--- src/sv/rae_pkg.sv ---
// Shared types, encodings and constants for the R-type ALU execute unit.
package rae_pkg;

    localparam int unsigned XLEN     = 32;
    localparam int unsigned SHAMT_W  = 5;
    localparam int unsigned DIV_STEPS = XLEN;
    localparam int unsigned CNT_W    = $clog2(DIV_STEPS);

    // funct3 codes
    localparam logic [2:0] F3_ADD_SUB_MUL = 3'b000;
    localparam logic [2:0] F3_SLL         = 3'b001;
    localparam logic [2:0] F3_SLT         = 3'b010;
    localparam logic [2:0] F3_XOR_DIV     = 3'b100;
    localparam logic [2:0] F3_SRL_SRA     = 3'b101;
    localparam logic [2:0] F3_OR_REM      = 3'b110;
    localparam logic [2:0] F3_AND         = 3'b111;

    // funct7 codes
    localparam logic [6:0] F7_BASE   = 7'b0000000;
    localparam logic [6:0] F7_ALT    = 7'b0100000;
    localparam logic [6:0] F7_MULDIV = 7'b0000001;

    typedef enum logic [3:0] {
        ALU_ADD,
        ALU_SUB,
        ALU_MUL,
        ALU_SLL,
        ALU_SLT,
        ALU_XOR,
        ALU_DIV,
        ALU_SRL,
        ALU_SRA,
        ALU_OR,
        ALU_REM,
        ALU_AND,
        ALU_BAD
    } alu_op_t;

    typedef enum logic [2:0] {
        ST_IDLE,
        ST_EXEC,
        ST_DIV,
        ST_FIX,
        ST_WRITE
    } rae_state_t;

    // controller -> datapath
    typedef struct packed {
        logic load;
        logic exec;
        logic div_step;
        logic div_fix;
        logic write;
    } rae_cmd_t;

    // datapath -> controller
    typedef struct packed {
        logic is_divrem;
        logic b_zero;
        logic div_last;
    } rae_status_t;

    function automatic alu_op_t decode_op(input logic [2:0] f3, input logic [6:0] f7);
        alu_op_t op;
        op = ALU_BAD;
        case (f3)
            F3_ADD_SUB_MUL:
            begin
                if (f7 == F7_BASE)        op = ALU_ADD;
                else if (f7 == F7_ALT)    op = ALU_SUB;
                else if (f7 == F7_MULDIV) op = ALU_MUL;
            end
            F3_SLL:
            begin
                if (f7 == F7_BASE) op = ALU_SLL;
            end
            F3_SLT:
            begin
                if (f7 == F7_BASE) op = ALU_SLT;
            end
            F3_XOR_DIV:
            begin
                if (f7 == F7_BASE)        op = ALU_XOR;
                else if (f7 == F7_MULDIV) op = ALU_DIV;
            end
            F3_SRL_SRA:
            begin
                if (f7 == F7_BASE)     op = ALU_SRL;
                else if (f7 == F7_ALT) op = ALU_SRA;
            end
            F3_OR_REM:
            begin
                if (f7 == F7_BASE)        op = ALU_OR;
                else if (f7 == F7_MULDIV) op = ALU_REM;
            end
            F3_AND:
            begin
                if (f7 == F7_BASE) op = ALU_AND;
            end
            default:
            begin
                op = ALU_BAD;
            end
        endcase
        return op;
    endfunction

endpackage

--- src/sv/rae_ctrl.sv ---
// Sequencing state machine of the R-type ALU execute unit.
module rae_ctrl (
    input  logic                 clk,
    input  logic                 rst_n,
    input  logic                 in_valid,
    output logic                 in_ready,
    output logic                 out_valid,
    input  logic                 out_ready,
    input  rae_pkg::rae_status_t status,
    output rae_pkg::rae_cmd_t    cmd
);

    rae_pkg::rae_state_t state_reg;
    rae_pkg::rae_state_t state_next;
    logic                out_valid_reg;
    logic                out_valid_next;
    logic                out_free;

    assign out_free = !out_valid_reg || out_ready;

    // next state
    always_comb
    begin
        state_next = state_reg;
        case (state_reg)
            rae_pkg::ST_IDLE:
            begin
                if (in_valid) state_next = rae_pkg::ST_EXEC;
            end
            rae_pkg::ST_EXEC:
            begin
                if (status.is_divrem && !status.b_zero) state_next = rae_pkg::ST_DIV;
                else                                    state_next = rae_pkg::ST_WRITE;
            end
            rae_pkg::ST_DIV:
            begin
                if (status.div_last) state_next = rae_pkg::ST_FIX;
            end
            rae_pkg::ST_FIX:
            begin
                state_next = rae_pkg::ST_WRITE;
            end
            rae_pkg::ST_WRITE:
            begin
                if (out_free) state_next = rae_pkg::ST_IDLE;
            end
            default:
            begin
                state_next = rae_pkg::ST_IDLE;
            end
        endcase
    end

    // outputs
    always_comb
    begin
        cmd            = '0;
        in_ready       = 1'b0;
        out_valid_next = out_valid_reg && !out_ready;
        case (state_reg)
            rae_pkg::ST_IDLE:
            begin
                in_ready = 1'b1;
                cmd.load = in_valid;
            end
            rae_pkg::ST_EXEC:
            begin
                cmd.exec = 1'b1;
            end
            rae_pkg::ST_DIV:
            begin
                cmd.div_step = 1'b1;
            end
            rae_pkg::ST_FIX:
            begin
                cmd.div_fix = 1'b1;
            end
            rae_pkg::ST_WRITE:
            begin
                cmd.write = out_free;
                if (out_free) out_valid_next = 1'b1;
            end
            default:
            begin
                cmd = '0;
            end
        endcase
    end

    assign out_valid = out_valid_reg;

    always_ff @(posedge clk or negedge rst_n)
    begin
        if (!rst_n)
        begin
            state_reg     <= rae_pkg::ST_IDLE;
            out_valid_reg <= 1'b0;
        end
        else
        begin
            state_reg     <= state_next;
            out_valid_reg <= out_valid_next;
        end
    end

endmodule

--- src/sv/rae_datapath.sv ---
// Operand registers, ALU, multiplier, radix-2 divider and output register.
module rae_datapath (
    input  logic                       clk,
    input  logic                       rst_n,
    input  rae_pkg::rae_cmd_t          cmd,
    output rae_pkg::rae_status_t       status,
    input  logic [2:0]                 mode,
    input  logic [6:0]                 mode_variant,
    input  logic [rae_pkg::XLEN-1:0]   operand_a,
    input  logic [rae_pkg::XLEN-1:0]   operand_b,
    output logic [rae_pkg::XLEN-1:0]   result,
    output logic                       unknown_op,
    output logic                       divide_by_zero
);

    localparam int unsigned W = rae_pkg::XLEN;

    rae_pkg::alu_op_t   op_reg, op_next;
    logic [W-1:0]       a_reg, a_next;
    logic [W-1:0]       b_reg, b_next;
    logic [W-1:0]       res_reg, res_next;
    logic               dz_reg, dz_next;
    logic               unk_reg, unk_next;
    logic [W-1:0]       quo_reg, quo_next;
    logic [W-1:0]       rem_reg, rem_next;
    logic [W-1:0]       dvsr_reg, dvsr_next;
    logic               neg_q_reg, neg_q_next;
    logic               neg_r_reg, neg_r_next;
    logic [rae_pkg::CNT_W-1:0] cnt_reg, cnt_next;
    logic [W-1:0]       last_reg, last_next;
    logic [W-1:0]       result_reg;
    logic               unknown_op_reg;
    logic               divide_by_zero_reg;

    logic [2*W-1:0]     prod_full;
    logic [W-1:0]       mag_a;
    logic [W-1:0]       mag_b;
    logic [rae_pkg::SHAMT_W-1:0] shamt;
    logic [W:0]         rem_shift;
    logic [W:0]         diff;

    assign prod_full = a_reg * b_reg;
    assign mag_a     = a_reg[W-1] ? (W'(0) - a_reg) : a_reg;
    assign mag_b     = b_reg[W-1] ? (W'(0) - b_reg) : b_reg;
    assign shamt     = b_reg[rae_pkg::SHAMT_W-1:0];
    assign rem_shift = {rem_reg, quo_reg[W-1]};
    assign diff      = rem_shift - {1'b0, dvsr_reg};

    assign status.is_divrem = (op_reg == rae_pkg::ALU_DIV) || (op_reg == rae_pkg::ALU_REM);
    assign status.b_zero    = (b_reg == '0);
    assign status.div_last  = (cnt_reg == '0);

    always_comb
    begin
        op_next    = op_reg;
        a_next     = a_reg;
        b_next     = b_reg;
        res_next   = res_reg;
        dz_next    = dz_reg;
        unk_next   = unk_reg;
        quo_next   = quo_reg;
        rem_next   = rem_reg;
        dvsr_next  = dvsr_reg;
        neg_q_next = neg_q_reg;
        neg_r_next = neg_r_reg;
        cnt_next   = cnt_reg;
        last_next  = last_reg;

        if (cmd.load)
        begin
            op_next = rae_pkg::decode_op(mode, mode_variant);
            a_next  = operand_a;
            b_next  = operand_b;
        end

        if (cmd.exec)
        begin
            dz_next  = 1'b0;
            unk_next = 1'b0;
            case (op_reg)
                rae_pkg::ALU_ADD: res_next = a_reg + b_reg;
                rae_pkg::ALU_SUB: res_next = a_reg - b_reg;
                rae_pkg::ALU_MUL: res_next = prod_full[W-1:0];
                rae_pkg::ALU_SLL: res_next = a_reg << shamt;
                rae_pkg::ALU_SLT: res_next = W'($signed(a_reg) < $signed(b_reg));
                rae_pkg::ALU_XOR: res_next = a_reg ^ b_reg;
                rae_pkg::ALU_SRL: res_next = a_reg >> shamt;
                rae_pkg::ALU_SRA: res_next = W'($signed(a_reg) >>> shamt);
                rae_pkg::ALU_OR:  res_next = a_reg | b_reg;
                rae_pkg::ALU_AND: res_next = a_reg & b_reg;
                rae_pkg::ALU_DIV, rae_pkg::ALU_REM:
                begin
                    if (b_reg == '0)
                    begin
                        // zero divisor: all ones for div, dividend for rem
                        res_next = (op_reg == rae_pkg::ALU_DIV) ? '1 : a_reg;
                        dz_next  = 1'b1;
                    end
                    else
                    begin
                        quo_next   = mag_a;
                        rem_next   = '0;
                        dvsr_next  = mag_b;
                        neg_q_next = a_reg[W-1] ^ b_reg[W-1];
                        neg_r_next = a_reg[W-1];
                        cnt_next   = rae_pkg::CNT_W'(rae_pkg::DIV_STEPS - 1);
                    end
                end
                default:
                begin
                    res_next = last_reg;
                    unk_next = 1'b1;
                end
            endcase
        end

        if (cmd.div_step)
        begin
            // one restoring step: shift in the next dividend bit, try subtract
            if (!diff[W])
            begin
                rem_next = diff[W-1:0];
                quo_next = {quo_reg[W-2:0], 1'b1};
            end
            else
            begin
                rem_next = rem_shift[W-1:0];
                quo_next = {quo_reg[W-2:0], 1'b0};
            end
            cnt_next = cnt_reg - 1'b1;
        end

        if (cmd.div_fix)
        begin
            if (op_reg == rae_pkg::ALU_DIV)
                res_next = neg_q_reg ? (W'(0) - quo_reg) : quo_reg;
            else
                res_next = neg_r_reg ? (W'(0) - rem_reg) : rem_reg;
        end

        if (cmd.write)
        begin
            last_next = res_reg;
        end
    end

    always_ff @(posedge clk or negedge rst_n)
    begin
        if (!rst_n)
        begin
            last_reg <= '0;
            cnt_reg  <= '0;
        end
        else
        begin
            last_reg <= last_next;
            cnt_reg  <= cnt_next;
        end
    end

    always_ff @(posedge clk)
    begin
        op_reg    <= op_next;
        a_reg     <= a_next;
        b_reg     <= b_next;
        res_reg   <= res_next;
        dz_reg    <= dz_next;
        unk_reg   <= unk_next;
        quo_reg   <= quo_next;
        rem_reg   <= rem_next;
        dvsr_reg  <= dvsr_next;
        neg_q_reg <= neg_q_next;
        neg_r_reg <= neg_r_next;
        if (cmd.write)
        begin
            result_reg         <= res_reg;
            unknown_op_reg     <= unk_reg;
            divide_by_zero_reg <= dz_reg;
        end
    end

    assign result         = result_reg;
    assign unknown_op     = unknown_op_reg;
    assign divide_by_zero = divide_by_zero_reg;

endmodule

--- src/sv/rtype_alu_execute_unit.sv ---
// Top level of the R-type ALU execute unit for a subset of RV32IM.
//
//  channel  | handshake            | payload
//  ---------+----------------------+-------------------------------------------
//  input    | in_valid / in_ready  | mode, mode_variant, operand_a, operand_b
//  output   | out_valid / out_ready| result, unknown_op, divide_by_zero
//
// One item at a time. add, sub, mul, shifts, slt and logic ops go through accept,
// execute and write on the way to the output register. div and rem go through
// accept, setup, 32 radix-2 divider steps, sign fixup and write; a zero divisor
// skips the divider and the fixup and goes from setup straight to write.
// Reset clears the controller, the output valid and the last-result register.
// A full output register stalls only the write step; a new item is taken while
// the previous result still waits on out_ready.
module rtype_alu_execute_unit (
    input  logic                clk,
    input  logic                rst_n,
    input  logic                in_valid,
    output logic                in_ready,
    input  logic [2:0]          mode,
    input  logic [6:0]          mode_variant,
    input  logic signed [31:0]  operand_a,
    input  logic signed [31:0]  operand_b,
    output logic                out_valid,
    input  logic                out_ready,
    output logic signed [31:0]  result,
    output logic                unknown_op,
    output logic                divide_by_zero
);

    rae_pkg::rae_cmd_t    cmd;
    rae_pkg::rae_status_t status;
    logic [31:0]          result_raw;

    // sequence the item: load, execute, iterate divider, fix signs, write
    rae_ctrl u_ctrl (
        .clk       (clk),
        .rst_n     (rst_n),
        .in_valid  (in_valid),
        .in_ready  (in_ready),
        .out_valid (out_valid),
        .out_ready (out_ready),
        .status    (status),
        .cmd       (cmd)
    );

    // hold operands, compute, and keep the result until taken
    rae_datapath u_datapath (
        .clk            (clk),
        .rst_n          (rst_n),
        .cmd            (cmd),
        .status         (status),
        .mode           (mode),
        .mode_variant   (mode_variant),
        .operand_a      (operand_a),
        .operand_b      (operand_b),
        .result         (result_raw),
        .unknown_op     (unknown_op),
        .divide_by_zero (divide_by_zero)
    );

    assign result = result_raw;

endmodule
--- config.mk ---
export PLATFORM = sky130hd
export DESIGN_NAME = rtype_alu_execute_unit
export DESIGN_NICKNAME = d
export VERILOG_FILES = /design/src/sv/rae_pkg.sv /design/src/sv/rae_ctrl.sv /design/src/sv/rae_datapath.sv /design/src/sv/rtype_alu_execute_unit.sv
export SDC_FILE = /design/constraint.sdc
export NUM_CORES = 2
export LEC_CHECK = 0
export ABC_CLOCK_PERIOD_IN_PS = 17700
export BUFFER_PORTS_ARGS = -buffer_cell sky130_fd_sc_hd__buf_4
export CAP_MARGIN = 20
export CORE_MARGIN = 3
export CORE_UTILIZATION = 50
export CTS_CLUSTER_DIAMETER = 150
export CTS_CLUSTER_SIZE = 12
export DETAILED_ROUTE_END_ITERATION = 16
export GPL_ROUTABILITY_DRIVEN = 1
export PLACE_DENSITY = 0.64
export SLEW_MARGIN = 10
export SYNTH_ARGS = -nofsm -noshare
export SYNTH_HDL_FRONTEND = slang
export SYNTH_SLANG_ARGS = --single-unit
--- constraint.sdc ---
create_clock -name clk -period 17.7 [get_ports clk]
set_input_delay 1.77 -clock clk [delete_from_list [all_inputs] [get_ports clk]]
set_output_delay 1.77 -clock clk [all_outputs]
set_load 0.01 [all_outputs]
==> impl_summary.txt <==
----------------------------------------------------
[Logic synthesis]
  Number of warnings issued by yosys ... 0
  Net count after synthesis ... 5173
  Share of flip-flops with an asynchronous set or reset ... 14.9%
  Share of cell area taken by muxes after synthesis ... between 3 and 4%
  Leading area contributor after synthesis ... fa_1
  Synthesis-stage register bit count ... 275
  Post-Synthesis Cells ... 4426
  Number of enable flip-flop cells after synthesis ... about 230
  Xor/xnor cell area share of the yosys netlist ... 5.41%
  Largest family of logic cells by synthesized area ... adder cells
  Compound-cell area share of the yosys netlist ... 15.6%
  Average cell area after synthesis ... 8.59 um^2
  Combined area of all synthesized cells ... 0.0380 mm^2
  Main flop type after synthesis ... edfxtp_1
  Post-synthesis simple-gate area fraction ... 15.8%
  Share of synthesized area occupied by flip-flops and latches ... between 20% and 30%
  Top-area cell type share of the netlist area ... 21.6%
  Cell types occupying the most area after synthesis ... fa_1 22%, edfxtp_1 18%, ha_1 8.5%
  Yosys cell types ... 84
  Adder and majority cell fraction of the synthesized area ... between 30 and 40%

[Detailed routing]
  Wire per inst ... 30.4 um
  Total via count after detailed routing ... 34798
  Drt drc ... 0
  Number of DRC markers after the initial detailed-route iteration ... about 4700
  Routed wire length ... approximately 160 mm
  First-pass iteration count of the detailed router ... 7
  Count of nets left with antenna violations after detail routing ... 0
  Detailed-route vias per instance ... 6.45

[Clocking]
  Post_cts resized ... 0
  Post-CTS repair timing setup buffer count ... 0
  Depth of the CTS H-tree ... 1
  Clock tree from TritonCTS ... yes
  Inserted Clock Buffers ... 27
  Clock Root Buffer ... clkbuf_16
  Number of buffers on the longest clock path ... 3
  Hold buffers post-CTS ... 0
  Clock Latency Late Sink ... 0.61 ns
  Clock transition at the register clock pins on the worst setup and hold paths after CTS ... 0.07 ns
  CTS sink count ... 275

[Floorplanning]
  Area of the die ... 0.0794 mm^2
  Placeable core region ... 0.0749 mm^2
  Number of placement rows ... 100
  Vertical die dimension ... 282 um
  Ports placed on the boundary ... 114
  Effective utilization at floorplan ... roughly half
  Die X-Extent ... roughly 280 um

[Setup path]
  Startpoint of the worst-slack reg-to-reg timing path ... u_datapath.b_reg[2]
  Endpoint arrival time on the critical path ... 9.34 ns
  Worst reg-to-reg setup slack ... between 8 and 9 ns
  Worst setup SP type ... flop
  Required arrival time at the worst endpoint ... between 15 and 20 ns
  Endpoint type of the worst setup path ... flop
  Largest fanout on the critical path ... 56
  Reg2reg path depth ... 25
  FF-to-FF End ... u_datapath.res_reg[28]
  Start-to-end type of the worst setup path ... reg -> reg

[Global route]
  Wire length of the first global-routing pass ... 235 mm
  Antenna violations before repair ... 14
  Global router's overall resource usage ... 41.1%
  Vias in the first global route ... about 34000
  Largest net degree at the start of global routing ... 84
  Grt ovf ... 0

[Timing]
  Relative slew slack ... 26.0%
  Final Hold Viols ... 0
  Slew Limit Fails ... 0
  Final cycle utilization of the critical path ... between 50% and 60%
  Setup repair after global routing missed its margin ... no
  Setup TNS ... 0 ns
  Max Fclk ... ~0.11 GHz
  Min Tclk post-route ... 9.01 ns
  Slew at the pin closest to its max-slew limit ... 1.08 ns
  Post-route clock skew ... between 0.02 and 0.03 ns
  Setup violations, final ... 0
  Worst setup slack after layout ... 8.69 ns

[Run]
  Max-cap check violation count ... 0

[Min path]
  Path type of the worst min-delay path ... reg -> reg
  Critical hold path startpoint ... u_datapath.dz_reg
  Worst hold path depth ... 0
  Worst min-delay path endpoint ... u_datapath.divide_by_zero

[Placed design]
  Pre-CTS setup slack ... 8.92 ns
  Final weighted congestion in routability-driven placement ... 1.07
  Input/output buffers ... 113
  Half-perimeter wire length of the detailed placement result ... 124 mm

[Finish]
  Area added between synthesis and finish ... 7.20%
  Layout cells sized above 1 ... 7.65%
  Final net count ... 5144
  Final Util ... a little over half

[Run status]
  Result of the run ... finished clean

----------------------------------------------------
==> routing by layer <==
metal  vias up  part of all wire, %  routed length [um]  track usage, %
li1      14848                    -                   -               -
met1     16999                   38               62800            54.3
met2      2332                   42               69000            60.4
met3       607                   11               18500            10.1
met4        12                  8.2               13500            26.5
met5         -                0.049                  80               0
==> critical path, stage by stage, from the launching register on <==
cell and delay [ns]:
edfxtp_1 0.33, buf_4 0.49, clkinv_2 0.53, buf_4 0.41, nor2_1 0.21, fa_1 0.43, fa_1 0.47, fa_1 0.52
inv_1 0.06, fa_1 0.52, inv_1 0.04, ha_1 0.27, ha_1 0.30, fa_1 0.50, fa_1 0.41, ha_1 0.36
and4_1 0.24, nand2_1 0.06, o31ai_1 0.47, a41oi_1 0.29, a21oi_1 0.75, a31oi_1 0.30, o21ai_0 0.23, o41ai_1 0.09
o21ai_0 0.28, a221oi_1 0.12
==> final cells by class <==
class	count	area [um^2]
clock buffer	47	761
timing repair buffer	226	1720
inverter	526	1980
multi-input combinational	3341	27000
fill	6978	34200
antenna	5	12.5
clock inverter	3	58.8
tap	969	1210
sequential	275	8050
==> stage by stage <==
step | hold slack, ns | cell area (um^2) | instances
detailed placement | 0.409 | 39900 | 5337
finish | 0.422 | 40800 | 5392
global placement | 0.402 | 39900 | 5336
global route | 0.438 | 40800 | 5389
floorplan | 0.400 | 38000 | 4426
CTS | 0.424 | 40800 | 5387
==> how the worst max path moves through the flow <==
stage,slack [ns],from,end,depth (start not counted)
6_report,8.69,u_datapath.b_reg[2],u_datapath.res_reg[28],25
3_5_place_dp,8.92,u_datapath.b_reg[2],u_datapath.res_reg[27],27
4_1_cts,8.86,u_datapath.b_reg[2],u_datapath.res_reg[27],27
5_1_grt,8.29,u_datapath.b_reg[2],u_datapath.res_reg[27],27
3_3_place_gp,9.03,u_datapath.b_reg[2],u_datapath.res_reg[27],27
2_1_floorplan,9.19,u_datapath.b_reg[2],u_datapath.res_reg[31],29
==> cells in the final DEF (no fill, tap or decap), types with 41 or more instances in the layout <==
cell type and instances:
a21oi_1 197, fa_1 411, buf_4 225, dfrtp_1 41
o31ai_1 46, nand3_1 42, nor2_1 596, nor3_1 55
inv_1 503, ha_1 258, nand2_1 512, mux2i_1 70
o21ai_0 278, edfxtp_1 234, xor2_1 47, xnor2_1 188
==> cell usage after synthesis (all sizes together) (46+ instances only) <==
library cell	count
edfxtp	234
buf	58
mux2i	70
o21ai	280
ha	258
nor2	601
xnor2	188
a21oi	197
o31ai	46
fa	411
clkbuf	226
xor2	47
inv	509
nand2	515
nor3	60
==> cell families (layout without fill, tap and decap cells) <==
logic type | after synthesis | count (layout)
other | 0 | 5
AO/OA/AOI/OAI | 913 | 913
AND/OR/NAND/NOR | 1417 | 1417
flip-flops | 275 | 275
adder cells (fa/ha/maj) | 669 | 669
XOR/XNOR | 235 | 235
multiplexers | 107 | 107
buffers and inverters | 810 | 802
Power is left out: the tool's default activity adds up to more than one toggle a clock period on the data nets, which glitch-free logic cannot reach.
